<file path="src/rtl/core/waveform_column_span_render_macros.svh">
// ----------------------------------------------------------------------------
// waveform column span render assertion macros
// shared concurrent check forms, clocked on clk and gated by reset
// ----------------------------------------------------------------------------
`ifndef WAVEFORM_COLUMN_SPAN_RENDER_MACROS_SVH
`define WAVEFORM_COLUMN_SPAN_RENDER_MACROS_SVH

// same-cycle implication
`define WCSR_CHECK(label, ante, cons, msg) \
	label: assert property (@(posedge clk) disable iff (!arst_n) (ante) |-> (cons)) \
		else $error(msg);

// next-cycle implication
`define WCSR_CHECK_NEXT(label, ante, cons, msg) \
	label: assert property (@(posedge clk) disable iff (!arst_n) (ante) |=> (cons)) \
		else $error(msg);

`endif

</file>
<file path="src/rtl/core/wcsr_pkg.sv">
// ----------------------------------------------------------------------------
// wcsr_pkg
// types, register map and helpers shared by the span render blocks
// ----------------------------------------------------------------------------
package wcsr_pkg;

	localparam int ADDR_W  = 6;
	localparam int DATA_W  = 64;
	localparam int LEVEL_W = 12;
	localparam int ROW_W   = 12;
	localparam int DIM_W   = 13;
	localparam int ZOOM_W  = 48;

	localparam logic [DIM_W-1:0] ROWS_CAP = 13'd4096;

	localparam logic [2:0] REG_START  = 3'd0;
	localparam logic [2:0] REG_ZOOM   = 3'd1;
	localparam logic [2:0] REG_WIDTH  = 3'd2;
	localparam logic [2:0] REG_HEIGHT = 3'd3;
	localparam logic [2:0] REG_WIDE   = 3'd4;

	typedef struct packed {
		logic [23:0]       start_position;
		logic [ZOOM_W-1:0] zoom_step;
		logic [DIM_W-1:0]  view_width;
		logic [DIM_W-1:0]  view_height;
		logic              wide_samples;
	} cfg_t;

	localparam cfg_t CFG_RESET = '{
		start_position: 24'd0,
		zoom_step:      48'd16777216,
		view_width:     13'd1024,
		view_height:    13'd256,
		wide_samples:   1'b1
	};

	typedef struct packed {
		logic [LEVEL_W-1:0] level;
		logic               last;
	} item_t;

	typedef enum logic [1:0] {
		PH_FIRST,
		PH_LOOP,
		PH_FIN
	} phase_t;

	function automatic logic [DIM_W-1:0] rows_of(input logic [DIM_W-1:0] h);
		logic [DIM_W-1:0] r;
		r = h;
		if (h == '0) begin
			r = 13'd1;
		end else if (h > ROWS_CAP) begin
			r = ROWS_CAP;
		end
		return r;
	endfunction

endpackage

</file>
<file path="src/rtl/core/waveform_column_span_render.sv">
// ----------------------------------------------------------------------------
// waveform_column_span_render
// min/max decimated waveform view: samples in, one vertical span per column
// ----------------------------------------------------------------------------
// Samples are taken at one per cycle while the span sequencer and the output
// do not stall. A sample that causes two or more spans (zoomed in below one
// sample per column, or a stream end inside a column right after a column
// close) holds the input until the span sequencer, which emits one span per
// cycle while the output is free through a single pending-span register and
// one output register, has released the last of them from the pending-span
// register. Output stalls add to this. A single span passes the input, level
// and output registers; the first of several spans also waits in the pending-
// span register. end_of_run marks the last span of each input beat. Registers
// must be written only while the block is idle; the block does not enforce this.
module waveform_column_span_render import wcsr_pkg::*; #(
	parameter int MAX_COLUMNS   = 4096,
	parameter int INDEX_BITS    = 24,
	parameter int FRACTION_BITS = 24
) (
	input  logic              clk,
	input  logic              arst_n,
	input  logic              psel,
	input  logic              penable,
	input  logic              pwrite,
	input  logic [ADDR_W-1:0] paddr,
	input  logic [DATA_W-1:0] pwdata,
	output logic [DATA_W-1:0] prdata,
	output logic              pready,
	input  logic              in_valid,
	output logic              in_ready,
	input  logic [15:0]       sample_value,
	input  logic              final_sample,
	output logic              out_valid,
	input  logic              out_ready,
	output logic [ROW_W-1:0]  column,
	output logic [ROW_W-1:0]  row_top,
	output logic [ROW_W-1:0]  row_bottom,
	output logic              end_of_run
);

	cfg_t  cfg;
	item_t item;
	logic  item_valid;
	logic  item_take;

	wcsr_cfg u_cfg (
		.clk     (clk),
		.arst_n  (arst_n),
		.psel    (psel),
		.penable (penable),
		.pwrite  (pwrite),
		.paddr   (paddr),
		.pwdata  (pwdata),
		.prdata  (prdata),
		.pready  (pready),
		.cfg     (cfg)
	);

	wcsr_level u_level (
		.clk          (clk),
		.arst_n       (arst_n),
		.in_valid     (in_valid),
		.in_ready     (in_ready),
		.sample_value (sample_value),
		.final_sample (final_sample),
		.view_height  (cfg.view_height),
		.wide_samples (cfg.wide_samples),
		.item_valid   (item_valid),
		.item         (item),
		.item_take    (item_take)
	);

	wcsr_span #(
		.MAX_COLUMNS   (MAX_COLUMNS),
		.INDEX_BITS    (INDEX_BITS),
		.FRACTION_BITS (FRACTION_BITS)
	) u_span (
		.clk        (clk),
		.arst_n     (arst_n),
		.cfg        (cfg),
		.item_valid (item_valid),
		.item       (item),
		.item_take  (item_take),
		.out_valid  (out_valid),
		.out_ready  (out_ready),
		.column     (column),
		.row_top    (row_top),
		.row_bottom (row_bottom),
		.end_of_run (end_of_run)
	);

endmodule

</file>
<file path="src/rtl/core/wcsr_cfg.sv">
// ----------------------------------------------------------------------------
// wcsr_cfg
// apb register file for view position, zoom and geometry
// ----------------------------------------------------------------------------
module wcsr_cfg import wcsr_pkg::*; (
	input  logic              clk,
	input  logic              arst_n,
	input  logic              psel,
	input  logic              penable,
	input  logic              pwrite,
	input  logic [ADDR_W-1:0] paddr,
	input  logic [DATA_W-1:0] pwdata,
	output logic [DATA_W-1:0] prdata,
	output logic              pready,
	output cfg_t              cfg
);

	cfg_t cfg_q;
	logic wr;

	assign pready = 1'b1;
	assign wr     = psel & penable & pwrite & pready;
	assign cfg    = cfg_q;

	always_ff @(posedge clk or negedge arst_n) begin
		if (!arst_n) begin
			cfg_q <= CFG_RESET;
		end else if (wr) begin
			case (paddr[ADDR_W-1:3])
				REG_START:  cfg_q.start_position <= pwdata[23:0];
				REG_ZOOM:   cfg_q.zoom_step      <= pwdata[ZOOM_W-1:0];
				REG_WIDTH:  cfg_q.view_width     <= pwdata[DIM_W-1:0];
				REG_HEIGHT: cfg_q.view_height    <= pwdata[DIM_W-1:0];
				REG_WIDE:   cfg_q.wide_samples   <= pwdata[0];
				default: ;
			endcase
		end
	end

	always_comb begin
		case (paddr[ADDR_W-1:3])
			REG_START:  prdata = DATA_W'(cfg_q.start_position);
			REG_ZOOM:   prdata = DATA_W'(cfg_q.zoom_step);
			REG_WIDTH:  prdata = DATA_W'(cfg_q.view_width);
			REG_HEIGHT: prdata = DATA_W'(cfg_q.view_height);
			REG_WIDE:   prdata = DATA_W'(cfg_q.wide_samples);
			default:    prdata = '0;
		endcase
	end

endmodule

</file>
<file path="src/rtl/core/wcsr_level.sv">
// ----------------------------------------------------------------------------
// wcsr_level
// input register and level scaling: offset-binary sample times view height
// ----------------------------------------------------------------------------
module wcsr_level import wcsr_pkg::*; (
	input  logic             clk,
	input  logic             arst_n,
	input  logic             in_valid,
	output logic             in_ready,
	input  logic [15:0]      sample_value,
	input  logic             final_sample,
	input  logic [DIM_W-1:0] view_height,
	input  logic             wide_samples,
	output logic             item_valid,
	output item_t            item,
	input  logic             item_take
);

	logic        v_s1;
	logic [15:0] smp_s1;
	logic        fin_s1;
	logic        v_s2;
	item_t       item_s2;

	logic                   adv;
	logic                   take;
	logic [15:0]            u;
	logic [DIM_W-1:0]       h;
	logic [15+DIM_W:0]      prod;

	assign adv      = v_s1 & (~v_s2 | item_take);
	assign in_ready = ~v_s1 | adv;
	assign take     = in_valid & in_ready;

	// 8-bit samples sit in the upper byte so one product serves both widths
	assign u    = wide_samples ? {~smp_s1[15], smp_s1[14:0]}
	                           : {~smp_s1[7], smp_s1[6:0], 8'h00};
	assign h    = rows_of(view_height);
	assign prod = (16 + DIM_W)'(u) * (16 + DIM_W)'(h);

	always_ff @(posedge clk or negedge arst_n) begin
		if (!arst_n) begin
			v_s1 <= 1'b0;
			v_s2 <= 1'b0;
		end else begin
			if (take) begin
				v_s1 <= 1'b1;
			end else if (adv) begin
				v_s1 <= 1'b0;
			end
			if (adv) begin
				v_s2 <= 1'b1;
			end else if (item_take) begin
				v_s2 <= 1'b0;
			end
		end
	end

	always_ff @(posedge clk) begin
		if (take) begin
			smp_s1 <= sample_value;
			fin_s1 <= final_sample;
		end
		if (adv) begin
			item_s2.level <= prod[27:16];
			item_s2.last  <= fin_s1;
		end
	end

	assign item_valid = v_s2;
	assign item       = item_s2;

endmodule

</file>
<file path="src/rtl/core/wcsr_span.sv">
// ----------------------------------------------------------------------------
// wcsr_span
// column sequencer: tracks column bounds, min/max levels and emits spans
// ----------------------------------------------------------------------------
`include "waveform_column_span_render_macros.svh"

module wcsr_span import wcsr_pkg::*; #(
	parameter int MAX_COLUMNS   = 4096,
	parameter int INDEX_BITS    = 24,
	parameter int FRACTION_BITS = 24
) (
	input  logic             clk,
	input  logic             arst_n,
	input  cfg_t             cfg,
	input  logic             item_valid,
	input  item_t            item,
	output logic             item_take,
	output logic             out_valid,
	input  logic             out_ready,
	output logic [ROW_W-1:0] column,
	output logic [ROW_W-1:0] row_top,
	output logic [ROW_W-1:0] row_bottom,
	output logic             end_of_run
);

	localparam int CB = $clog2(MAX_COLUMNS + 1);
	localparam int WB = (CB > DIM_W) ? CB : DIM_W;
	localparam int TW = ZOOM_W - FRACTION_BITS + 1;
	localparam int SW = (TW > INDEX_BITS) ? TW : INDEX_BITS;
	localparam logic [ZOOM_W-1:0]     ZOOM_LEAST = ZOOM_W'(1) << (FRACTION_BITS - 5);
	localparam logic [INDEX_BITS-1:0] IDX_MASK   = '1;

	logic [INDEX_BITS-1:0]    cnt_q;
	logic [CB-1:0]            col_q, col_a, col_b, span_col;
	logic [INDEX_BITS:0]      end_q, end_b, end_new, first_idx, s_ext;
	logic [FRACTION_BITS-1:0] frac_q, frac_b;
	logic [LEVEL_W-1:0]       min_q, max_q, mn_a, mx_a, mn_b, mx_b, span_mn, span_mx;
	logic                     open_q, open_a, open_b, done_q, done_b;
	phase_t                   phase_q, phase_d;

	logic emit_a, emit_b, emit_c, emit;
	logic iter_ok, defer, do_iter, loop_more, need_part, last_step, go;

	logic [WB-1:0]            w_lim;
	logic [DIM_W-1:0]         h;
	logic [ZOOM_W-1:0]        z;
	logic [FRACTION_BITS:0]   frac_sum;
	logic [TW-1:0]            t_full;
	logic [INDEX_BITS-1:0]    t;
	logic                     t0;
	logic [ROW_W-1:0]         span_top, span_bot;

	logic             hold_v_q, hold_last_q, hold_v_d, hold_last_d, hold_load;
	logic [ROW_W-1:0] hold_col_q, hold_top_q, hold_bot_q;
	logic             out_v_q, out_v_d, out_load, out_eor, out_free, flush;
	logic [ROW_W-1:0] out_col_q, out_top_q, out_bot_q;
	logic             out_eor_q;

	assign h     = rows_of(cfg.view_height);
	assign w_lim = (WB'(cfg.view_width) > WB'(MAX_COLUMNS)) ? WB'(MAX_COLUMNS)
	                                                         : WB'(cfg.view_width);

	// column step from the zoom, clamped below at one thirty-second
	assign z        = (cfg.zoom_step < ZOOM_LEAST) ? ZOOM_LEAST : cfg.zoom_step;
	assign frac_sum = {1'b0, frac_q} + {1'b0, z[FRACTION_BITS-1:0]};
	assign t_full   = {1'b0, z[ZOOM_W-1:FRACTION_BITS]} + TW'(frac_sum[FRACTION_BITS]);
	assign t        = (SW'(t_full) > SW'(IDX_MASK)) ? IDX_MASK : INDEX_BITS'(t_full);
	assign t0       = (t == '0);
	assign s_ext    = {1'b0, cnt_q};
	assign end_new  = s_ext + {1'b0, t};

	always_comb begin
		mn_a   = min_q;
		mx_a   = max_q;
		open_a = open_q;
		col_a  = col_q;
		emit_a = 1'b0;
		// close the open column on its end sample
		if (phase_q == PH_FIRST && !done_q && open_q) begin
			mn_a = (item.level < min_q) ? item.level : min_q;
			mx_a = (item.level > max_q) ? item.level : max_q;
			if (s_ext == end_q) begin
				emit_a = 1'b1;
				open_a = 1'b0;
				col_a  = col_q + CB'(1);
			end
		end

		first_idx = (col_a == '0) ? {1'b0, INDEX_BITS'(cfg.start_position)} : end_q;
		iter_ok   = (phase_q != PH_FIN) && !done_q && !open_a
		            && (WB'(col_a) < w_lim) && (s_ext == first_idx);
		defer     = iter_ok && emit_a && t0;
		do_iter   = iter_ok && !defer;

		mn_b   = mn_a;
		mx_b   = mx_a;
		open_b = open_a;
		col_b  = col_a;
		end_b  = end_q;
		frac_b = frac_q;
		emit_b = 1'b0;
		// open the next column here, or emit it at once when its step is zero
		if (do_iter) begin
			frac_b = frac_sum[FRACTION_BITS-1:0];
			end_b  = end_new;
			mn_b   = item.level;
			mx_b   = item.level;
			if (t0) begin
				emit_b = 1'b1;
				col_b  = col_a + CB'(1);
			end else begin
				open_b = 1'b1;
			end
		end

		done_b    = done_q || (WB'(col_b) >= w_lim);
		loop_more = !done_b && (defer || (do_iter && t0));
		// partial span when the stream ends inside a column
		need_part = item.last && open_b && !done_b;
		emit_c    = !loop_more && need_part && (phase_q == PH_FIN || !(emit_a || emit_b));
		last_step = !loop_more && !(need_part && !emit_c);
		emit      = emit_a | emit_b | emit_c;

		if (emit_a) begin
			span_col = col_q;
			span_mn  = mn_a;
			span_mx  = mx_a;
		end else if (emit_b) begin
			span_col = col_a;
			span_mn  = item.level;
			span_mx  = item.level;
		end else begin
			span_col = col_b;
			span_mn  = mn_b;
			span_mx  = mx_b;
		end
		span_top = ROW_W'(h - DIM_W'(1) - DIM_W'(span_mx));
		span_bot = ROW_W'(h - DIM_W'(1) - DIM_W'(span_mn));

		if (!go) begin
			phase_d = phase_q;
		end else if (last_step) begin
			phase_d = PH_FIRST;
		end else if (loop_more) begin
			phase_d = PH_LOOP;
		end else begin
			phase_d = PH_FIN;
		end
	end

	// one pending span waits until it is known whether more follow
	assign out_free  = ~out_v_q | out_ready;
	assign go        = item_valid & out_free & ~hold_last_q;
	assign item_take = go & last_step;
	assign flush     = hold_last_q & out_free;
	assign out_load  = flush | (go & ((hold_v_q & (emit | last_step))
	                                  | (~hold_v_q & emit & last_step)));
	assign out_eor   = flush | ~(hold_v_q & emit);
	assign hold_load = go & emit & (hold_v_q | ~last_step);

	always_comb begin
		if (hold_load) begin
			hold_v_d = 1'b1;
		end else if (flush || (go && last_step)) begin
			hold_v_d = 1'b0;
		end else begin
			hold_v_d = hold_v_q;
		end
		if (hold_load) begin
			hold_last_d = last_step;
		end else if (flush) begin
			hold_last_d = 1'b0;
		end else begin
			hold_last_d = hold_last_q;
		end
		if (out_load) begin
			out_v_d = 1'b1;
		end else if (out_ready) begin
			out_v_d = 1'b0;
		end else begin
			out_v_d = out_v_q;
		end
	end

	always_ff @(posedge clk or negedge arst_n) begin
		if (!arst_n) begin
			phase_q     <= PH_FIRST;
			cnt_q       <= '0;
			col_q       <= '0;
			end_q       <= '0;
			frac_q      <= '0;
			min_q       <= '0;
			max_q       <= '0;
			open_q      <= 1'b0;
			done_q      <= 1'b0;
			hold_v_q    <= 1'b0;
			hold_last_q <= 1'b0;
			out_v_q     <= 1'b0;
		end else begin
			phase_q     <= phase_d;
			hold_v_q    <= hold_v_d;
			hold_last_q <= hold_last_d;
			out_v_q     <= out_v_d;
			if (go) begin
				if (last_step && item.last) begin
					cnt_q  <= '0;
					col_q  <= '0;
					end_q  <= '0;
					frac_q <= '0;
					min_q  <= '0;
					max_q  <= '0;
					open_q <= 1'b0;
					done_q <= 1'b0;
				end else begin
					col_q  <= col_b;
					end_q  <= end_b;
					frac_q <= frac_b;
					min_q  <= mn_b;
					max_q  <= mx_b;
					open_q <= open_b;
					done_q <= done_b;
					if (last_step) begin
						cnt_q <= cnt_q + INDEX_BITS'(1);
					end
				end
			end
		end
	end

	always_ff @(posedge clk) begin
		if (hold_load) begin
			hold_col_q <= ROW_W'(span_col);
			hold_top_q <= span_top;
			hold_bot_q <= span_bot;
		end
		if (out_load) begin
			out_eor_q <= out_eor;
			if (flush || hold_v_q) begin
				out_col_q <= hold_col_q;
				out_top_q <= hold_top_q;
				out_bot_q <= hold_bot_q;
			end else begin
				out_col_q <= ROW_W'(span_col);
				out_top_q <= span_top;
				out_bot_q <= span_bot;
			end
		end
	end

	assign out_valid  = out_v_q;
	assign column     = out_col_q;
	assign row_top    = out_top_q;
	assign row_bottom = out_bot_q;
	assign end_of_run = out_eor_q;

	`WCSR_CHECK(a_hold_last_valid, hold_last_q, hold_v_q, "closing span held without hold valid")
	`WCSR_CHECK(a_open_not_done, open_q, !done_q, "column open in a finished frame")
	`WCSR_CHECK(a_fin_phase, phase_q == PH_FIN, open_q && !done_q, "partial span phase without open column")
	`WCSR_CHECK(a_hold_mid_item, hold_v_q && !hold_last_q, phase_q != PH_FIRST, "pending span outlived its sample")
	`WCSR_CHECK_NEXT(a_emit_lands, go && emit, out_v_q || hold_v_q, "emitted span lost")

endmodule

</file>
<file path="config.mk">
export PLATFORM = sky130hd
export DESIGN_NAME = waveform_column_span_render
export DESIGN_NICKNAME = d
export VERILOG_FILES = /design/src/rtl/core/wcsr_pkg.sv /design/src/rtl/core/waveform_column_span_render.sv /design/src/rtl/core/wcsr_cfg.sv /design/src/rtl/core/wcsr_level.sv /design/src/rtl/core/wcsr_span.sv
export VERILOG_INCLUDE_DIRS = /design/src /design/src/rtl/core
export SDC_FILE = /design/constraint.sdc
export NUM_CORES = 1
export LEC_CHECK = 0
export BUFFER_PORTS_ARGS = -buffer_cell sky130_fd_sc_hd__buf_2
export CORE_MARGIN = 1
export CORE_UTILIZATION = 56
export DETAILED_ROUTE_END_ITERATION = 12
export GPL_ROUTABILITY_DRIVEN = 0
export PLACE_DENSITY = 0.78
export REMOVE_ABC_BUFFERS = 1
export SYNTH_ARGS = -nofsm -noshare
export SYNTH_HDL_FRONTEND = slang
export SYNTH_SLANG_ARGS = --single-unit
export TNS_END_PERCENT = 10
</file>
<file path="constraint.sdc">
create_clock -name clk -period 11.7 [get_ports clk]
set_clock_uncertainty 0.2 [all_clocks]
set_input_delay 0.585 -clock clk [delete_from_list [all_inputs] [get_ports clk]]
set_output_delay 0.585 -clock clk [all_outputs]
set_load 0.1 [all_outputs]
</file>
After elaboration in Yosys (flattened, before gate mapping)
Cells that the tools add are included.
W data, S select, Z words.
{ "word_totals": {"rom_bits": 0, "inputBits": 94, "latchBits": 0, "output_inout_bits": 104, "ramBits": 0, "mem_count": 0, "regBits": 321, "wordCells": 200} }
{ "op_classes": {"add_sub_neg": 9, "mux": 58, "shifts": 0, "n_mul": 1, "n_eq_ne": 8, "bitwise": 34, "reduce_logical": 52, "div_mod_pow": 0, "order_cmp": 8} }
{ "op_table": {"columns": ["cell", "count"], "rows": [
  ["$pmux W48 S5", 1],
  ["$mux W12", 17],
  ["$mux W24", 5],
  ["$mux W13", 8],
  ["$mux W25", 3],
  ["$add A24 B24 Y25", 2],
  ["$eq A24 B25 Y1", 2],
  ["$lt A48 B20 Y1 const B", 1],
  ["$mux W48", 1],
  ["$mul A16 B13 Y28", 1],
  ["$add A13 B1 Y13 const B", 2],
  ["$gt A13 B13 Y1 const B", 2],
  ["$logic_not A13 Y1", 2],
  ["$add A24 B1 Y25", 1],
  ["$gt A25 B24 Y1 const B", 1],
  ["$add A24 B1 Y24 const B", 1],
  ["$logic_not A24 Y1", 1],
  ["$sub A12 B12 Y12", 2],
  ["$mux W1", 20],
  ["$logic_and A1 B1 Y1", 19],
  ["$mux W16", 1],
  ["$and A1 B1 Y1", 15],
  ["$reduce_and A2 Y1", 7],
  ["$reduce_bool A2 Y1", 7],
  ["other kinds (17)", 48]
]} }

Logic depth before layout (Yosys ltp)
{ "depth": {"depth_word": 30, "depth_mapped": 54, "ltp_nobuf": 47} }

Cells and area by module
From an unflattened synthesis, not the netlist that was laid out.
{ "unflattened": {"cells_unflattened": 2895, "area_unflattened_um2": 27521.4} }
{ "by_module_without_submodules": {"columns": ["mod", "cells_per_inst", "seq_area_each_um2", "area_each_um2", "instances"], "rows": [
  ["wcsr_span", 1702, 5119.9, 15100.7, 1],
  ["wcsr_level", 879, 950.9, 7782.5, 1],
  ["wcsr_cfg", 314, 2482.4, 4638.2, 1]
]} }

Worst setup path before layout
No wires, ideal clock.
{ "synth_path": {"path_kind": "reg-to-reg", "from": "register u_cfg.cfg_q, in the netlist u_cfg.cfg[67]", "to": "register u_span.hold_bot_q[0] (enable)", "t_required_ns": 11.016, "path_buffers": 4, "synth_period_minus_slack_ns": 12.758, "path_stages_with_launch": 52, "setup_time_ns": 0.484, "t_arrival_ns": 12.074, "slack_ns": -1.058, "cell_sequence": "dfrtp_1 -> clkbuf_1 -> or2_2 -> nor3_1 -> nand4_1 -> nor2_1 -> clkbuf_1 -> nor2b_1 -> ha_1 -> fa_1 -> a21o_1 -> a21o_1 -> a211oi_1 -> o21ai_0 -> a211oi_1 -> o21ai_0 -> nand3_1 -> a31oi_1 -> (+16 left out) -> clkbuf_1 -> nor3_2 -> nand2_1 -> mux2_2 -> ha_1 -> nor2b_1 -> o21a_1 -> o21ai_0 -> nand2b_1 -> a21oi_1 -> o21ai_0 -> a21o_1 -> a2111oi_0 -> o21ai_0 -> nor2_1 -> o22ai_1 -> a21oi_1 -> a21boi_0"} }
{ "synth_between": {"elab_chain_cells": 25, "elab_cells_between_ends": 40, "cone_classes": "add/sub (2); order compare (3); mux (8); bitwise (6); reduce/logical (21)"} }
{ "synth_lines": {"columns": ["element", "line_no", "source"], "rows": [
  ["from (decl)", "wcsr_cfg.sv:18", "cfg_t cfg_q;"],
  ["$lt A48 B20 Y1", "wcsr_span.sv:64", "assign z = (cfg.zoom_step < ZOOM_LEAST) ? ZOOM_LEAST : cfg.zoom_step;"],
  ["$mux W48 *", "wcsr_span.sv:64", null],
  ["$add A24 B24 Y25", "wcsr_span.sv:65", "assign frac_sum = {1'b0, frac_q} + {1'b0, z[FRACTION_BITS-1:0]};"],
  ["$add A24 B1 Y25 *", "wcsr_span.sv:66", "assign t_full = {1'b0, z[ZOOM_W-1:FRACTION_BITS]} + TW'(frac_sum[FRACTION_BITS]);"],
  ["$gt A25 B24 Y1", "wcsr_span.sv:67", "assign t = (SW'(t_full) > SW'(IDX_MASK)) ? IDX_MASK : INDEX_BITS'(t_full);"],
  ["$mux W24 *", "wcsr_span.sv:67", null],
  ["$logic_not A24 Y1 *", "wcsr_span.sv:68", "assign t0 = (t == '0);"],
  ["$logic_and A1 B1 Y1", "wcsr_span.sv:92", "defer = iter_ok && emit_a && t0;"],
  ["(+10 left out)", null, null],
  ["$logic_not A1 Y1", "wcsr_span.sv:121", "last_step = !loop_more && !(need_part && !emit_c);"],
  ["$logic_and A1 B1 Y1", "wcsr_span.sv:121", null],
  ["$logic_not A1 Y1", "wcsr_span.sv:121", null],
  ["$logic_and A1 B1 Y1", "wcsr_span.sv:121", null],
  ["$not A1 Y1", "wcsr_span.sv:159", "assign hold_load = go & emit & (hold_v_q | ~last_step);"],
  ["$or A1 B1 Y1", "wcsr_span.sv:159", null],
  ["$and A1 B1 Y1 *", "wcsr_span.sv:159", null],
  ["via u_span.hold_load", "wcsr_span.sv:53", "logic hold_v_q, hold_last_q, hold_v_d, hold_last_d, hold_load;"],
  ["to (signal assigned)", "wcsr_span.sv:234", "hold_bot_q <= span_bot;"],
  ["to (decl)", "wcsr_span.sv:54", "logic [ROW_W-1:0] hold_col_q, hold_top_q, hold_bot_q;"]
]} }
Mark *: on every way through the listed nets, which the timed path passes. The rest lies on a longest branch.
A chain may end at the register's enable or synchronous reset.

Worst setup path after layout
{ "layout_path": {"from": "register u_cfg.cfg_q, in the netlist u_cfg.cfg[69]", "to": "output port in_ready"} }
{ "layout_between": {"elab_chain_cells": 26, "elab_cells_between_ends": 38, "cone_classes": "add/sub (2); order compare (3); mux (8); bitwise (4); reduce/logical (21)"} }
{ "layout_lines": {"columns": ["element", "line_no", "source"], "rows": [
  ["$lt A48 B20 Y1", "wcsr_span.sv:64", null],
  ["$mux W48 *", "wcsr_span.sv:64", null],
  ["$add A24 B24 Y25", "wcsr_span.sv:65", null],
  ["$add A24 B1 Y25 *", "wcsr_span.sv:66", null],
  ["$gt A25 B24 Y1", "wcsr_span.sv:67", null],
  ["$mux W24 *", "wcsr_span.sv:67", null],
  ["$logic_not A24 Y1 *", "wcsr_span.sv:68", null],
  ["$logic_and A1 B1 Y1", "wcsr_span.sv:92", null],
  ["(+10 left out)", null, null],
  ["$logic_not A1 Y1", "wcsr_span.sv:121", null],
  ["$logic_and A1 B1 Y1", "wcsr_span.sv:121", null],
  ["$logic_not A1 Y1", "wcsr_span.sv:121", null],
  ["$logic_and A1 B1 Y1 *", "wcsr_span.sv:121", null],
  ["$and A1 B1 Y1 *", "wcsr_span.sv:154", "assign item_take = go & last_step;"],
  ["$or A1 B1 Y1 *", "wcsr_level.sv:31", "assign adv = v_s1 & (~v_s2 | item_take);"],
  ["$and A1 B1 Y1 *", "wcsr_level.sv:31", null],
  ["$or A1 B1 Y1 *", "wcsr_level.sv:32", "assign in_ready = ~v_s1 | adv;"],
  ["to (decl)", "waveform_column_span_render.sv:30", "output logic in_ready,"]
]} }
Every way passes the cells marked *; elsewhere a longest branch is shown, timed or not.

==> summary.md <==
| Metric | Value |
|---|---|
| Mean post-synth cell area | `9.750 sq um` |
| Placed instance area | `roughly 27,000 sq um` |
| Max FO, Critical Path | `10` |
| Vias per cell | `approximately 6.1` |
| Initial Utilization | `0.5722` |
| Antenna violations before repair | `5` |
| Worst slew pin tran | `approximately 1.3 ns` |
| WP data arrival | `~10 ns` |
| Count of input and output buffers | `roughly 160` |
| # nets final | `around 3.2k` |
| Critical setup path kind | `reg -> out` |
| Worst-path clk slew | `approximately 0.06 ns` |
| Via count | `between 20k and 25k` |
| Drt wl/cell | `between 20 and 25 microns` |
| Worst VDD drop | `roughly 0.00013 V` |
| Core area | `about 46,000 sq um` |
| Die W | `between 200 and 250 microns` |
| Post-synth ARST share | `0.6791` |
| Final setup fails | `0` |
| Setup WS post-layout | `between 0.4 and 0.5 ns` |
| First-pass DRT Iterations | `6` |
| Drt drc | `0` |
| Cells after Synth | `about 2.7k` |
| Hold slack | `0.01444 ns` |
| Inserted Clock Buffers | `37` |
| Setup TNS | `0 ns` |
| Critical Path RT | `between 10 and 15 ns` |
| Ranking of synthesized cells by area | `dfrtp_1 20%, fa_1 12%, edfxtp_1 12%, ha_1 9.2%, mux2_2 5.2%` |
| DRT Wirelength | `69,240 microns` |
| Post-synthesis sequential area ratio | `0.3266` |
| Final hold violation count | `0` |
| Die Ht | `218.3 microns` |
| Number of synthesized flops with an enable pin | `103` |
| CP max stage delay | `roughly 0.6 ns` |
| Area added between synthesis and finish | `10.65%` |
| Flop2flop setup slack | `a little under 0.7 ns` |
| Critical Path Source | `u_cfg.cfg[69]` |
| Period utilization | `0.9624` |
| Clock Latency Late Sink | `0.57 ns` |
| Total track usage | `0.2940` |
| Root Driver | `clkbuf_16` |
| Max Cap Violations | `0` |
| Antenna viol nets, final | `0` |
| Layout cells sized above 1 | `0.1615` |
| Clock Path Buffers | `3` |
| H-tree depth | `2` |
| YS warnings | `0` |
| Largest net degree at the start of global routing | `79` |
| Vias in the first global route | `20.73k` |
| Pwr per Cell Area | `around 180 nW/um^2` |
| HPWL after DPL | `~52,000 microns` |
| Synth top area share | `0.2045` |
| Rows | `78` |
| DRT iter0 DRCs | `a little over 2k` |
| # clock sinks | `321` |
| CTS tree | `done` |
| Post-Layout Inst Area | `28,980 sq um` |
| Launching element type of the critical path | `register` |
| Status | `complete, no violations` |
| Synth Flop Type | `dfrtp_1` |
| Max-slew violations | `0` |
| P_leak | `about 14 nW` |
| Worst hold start | `sample_value[3]` |
| GRT overflow | `0` |
| Pre-CTS WS | `0.1070 ns` |
| Yosys reg bits | `between 300 and 400` |
| CP endpoint kind | `output pin` |
| Yosys cell types | `86` |
| First-pass GRT wire length | `about 110,000 microns` |
| Slowest-stage cell, CP | `or4_4` |
| Reg-to-Reg Start | `u_cfg.cfg[69]` |
| Die area | `about 48,000 sq um` |
| Post-synth top area cell | `dfrtp_1` |
| FILL cells | `between 3k and 4k` |
| FMAX | `roughly 0.09 GHz` |
| Max_slew headroom | `0.1380` |
| Mapped cell area | `roughly 26,000 sq um` |
| Post-route minimum period | `~11 ns` |
| # IOs | `about 200` |
| Worst min path class | `in -> reg` |
## worst paths after layout
kind	to	cells after the start
hold / removal	u_level.smp_s1[3]	1
min in group asynchronous	u_span.min_q[11]	2
hold reg to reg	u_level.item[0]	0
max in group asynchronous	u_cfg.cfg[1]	3
setup / recovery	in_ready	47
setup reg to reg	u_span.hold_bot_q[0]	50
## power breakdown
group | switching (W) | leakage (nW) | internal, W | total [W]
clock network | 0.000498 | 0.588 | 0.000693 | 0.00119
logic | 0.00136 | 9.48 | 0.000955 | 0.00231
registers | 0.000183 | 3.84 | 0.00138 | 0.00157
total | 0.00204 | 13.9 | 0.00303 | 0.00507
## cell families after synthesis
kind of cell | count (synthesis) | share of synthesized area
simple gates | 845 | 0.1550
xor+xnor | 164 | 0.05513
other cells | 2 | 0.0002868
mux | 153 | 0.06474
fa+ha+maj | 348 | 0.2110
flops | 321 | 0.3266
buf+inv | 387 | 0.06091
compound gates | 466 | 0.1263
## repair_timing
| action | 4_1_cts | 5_1_grt |
|---|---|---|
| gates cloned | 0 | 1 |
| hold buffers | 16 | 0 |
| pin swaps | 0 | 9 |
| setup buffers | 0 | 3 |
| gates resized for setup | 7 | 21 |
| endpoints found under the setup margin | 1 | 186 |
| hold endpoints to repair | 91 | 0 |
## metal layers
| layer | global-route usage | vias up | part of all wire |
|---|---|---|---|
| met4 | 0.1186 | 4 | 0.038 |
| met3 | 0.06166 | 189 | 0.096 |
| met2 | 0.4417 | 1041 | 0.44 |
| li1 | - | 9450 | - |
| met5 | 0 | - | 0.00040 |
| met1 | 0.4140 | 10260 | 0.42 |
## per-stage QoR
step           instances    util  total power (W)
2_1_floorplan       2537       -         0.003204
3_3_place_gp        3339  0.5997         0.003719
3_5_place_dp        3339  0.5997         0.003833
4_1_cts             3420  0.6300         0.005051
5_1_grt             3425  0.6330         0.005411
6_report            3428  0.6331         0.005072
## synthesized netlist by cell type, types with 15 or more instances
cell and n:
dfrtp_1 214, inv_1 223, nand3_1 38, nor4_1 21
nor2_1 172, a21oi_1 64, nand2_1 325, a21o_1 64
nor2b_1 56, a22o_1 61, and2_1 53, buf_4 19
a31oi_1 20, o21ai_0 111, mux2i_1 31, mux2_2 121
xor2_1 62, ha_1 192, xnor2_1 101, buf_2 15
nand4_1 32, fa_1 156, and3_1 26, o31ai_1 23
nor3_1 35, edfxtp_1 103, clkbuf_1 111, nand2b_1 29
## critical path, delay by kind of cell, from the launching register on
family / cells / cell delay (ns)
AND/OR/NAND/NOR: 19 / 3.50
adder cells (fa/ha/maj): 5 / 1.36
flip-flops: 1 / 0.44
multiplexers: 2 / 0.60
buffers and inverters: 2 / 0.38
AO/OA/AOI/OAI: 19 / 3.61
## final cells by class
type	instances	area [sq um]	share of cell area
multi-input combinational	1993	16260	0.5611
sequential	321	8556	0.2952
timing repair buffer	222	1363	0.04702
clock buffer	47	993.5	0.03428
inverter	223	837.1	0.02888
tap	600	750.7	0.02591
clock inverter	18	209.0	0.007210
antenna	4	10.01	0.0003454
## placed cells by master (no fill, tap or decap), types with 100 or more instances in the layout
master,instances
o21ai_0,108
nand2_1,324
mux2_2,121
nor2_1,170
ha_1,191
fa_1,156
xnor2_1,100
buf_2,159
inv_1,223
dfrtp_1,212
edfxtp_1,103
## state kept, by name (all words and copies together) (netlist names), 2 cells and up
| signal | flops |
|---|---|
| u_span.min_q | 12 |
| u_span.end_q | 25 |
| u_span.max_q | 12 |
| u_span.col_q | 13 |
| u_span.row_top | 12 |
| u_span.column | 12 |
| u_span.row_bottom | 12 |
| u_cfg.cfg | 99 |
| u_span.frac_q | 24 |
| u_span.hold_bot_q | 12 |
| u_level.item | 13 |
| u_level.smp_s1 | 16 |
| u_span.hold_top_q | 12 |
| u_span.cnt_q | 24 |
| u_span.phase_q | 2 |
| u_span.hold_col_q | 12 |
Note: power is estimated with default switching activity, not from simulation.
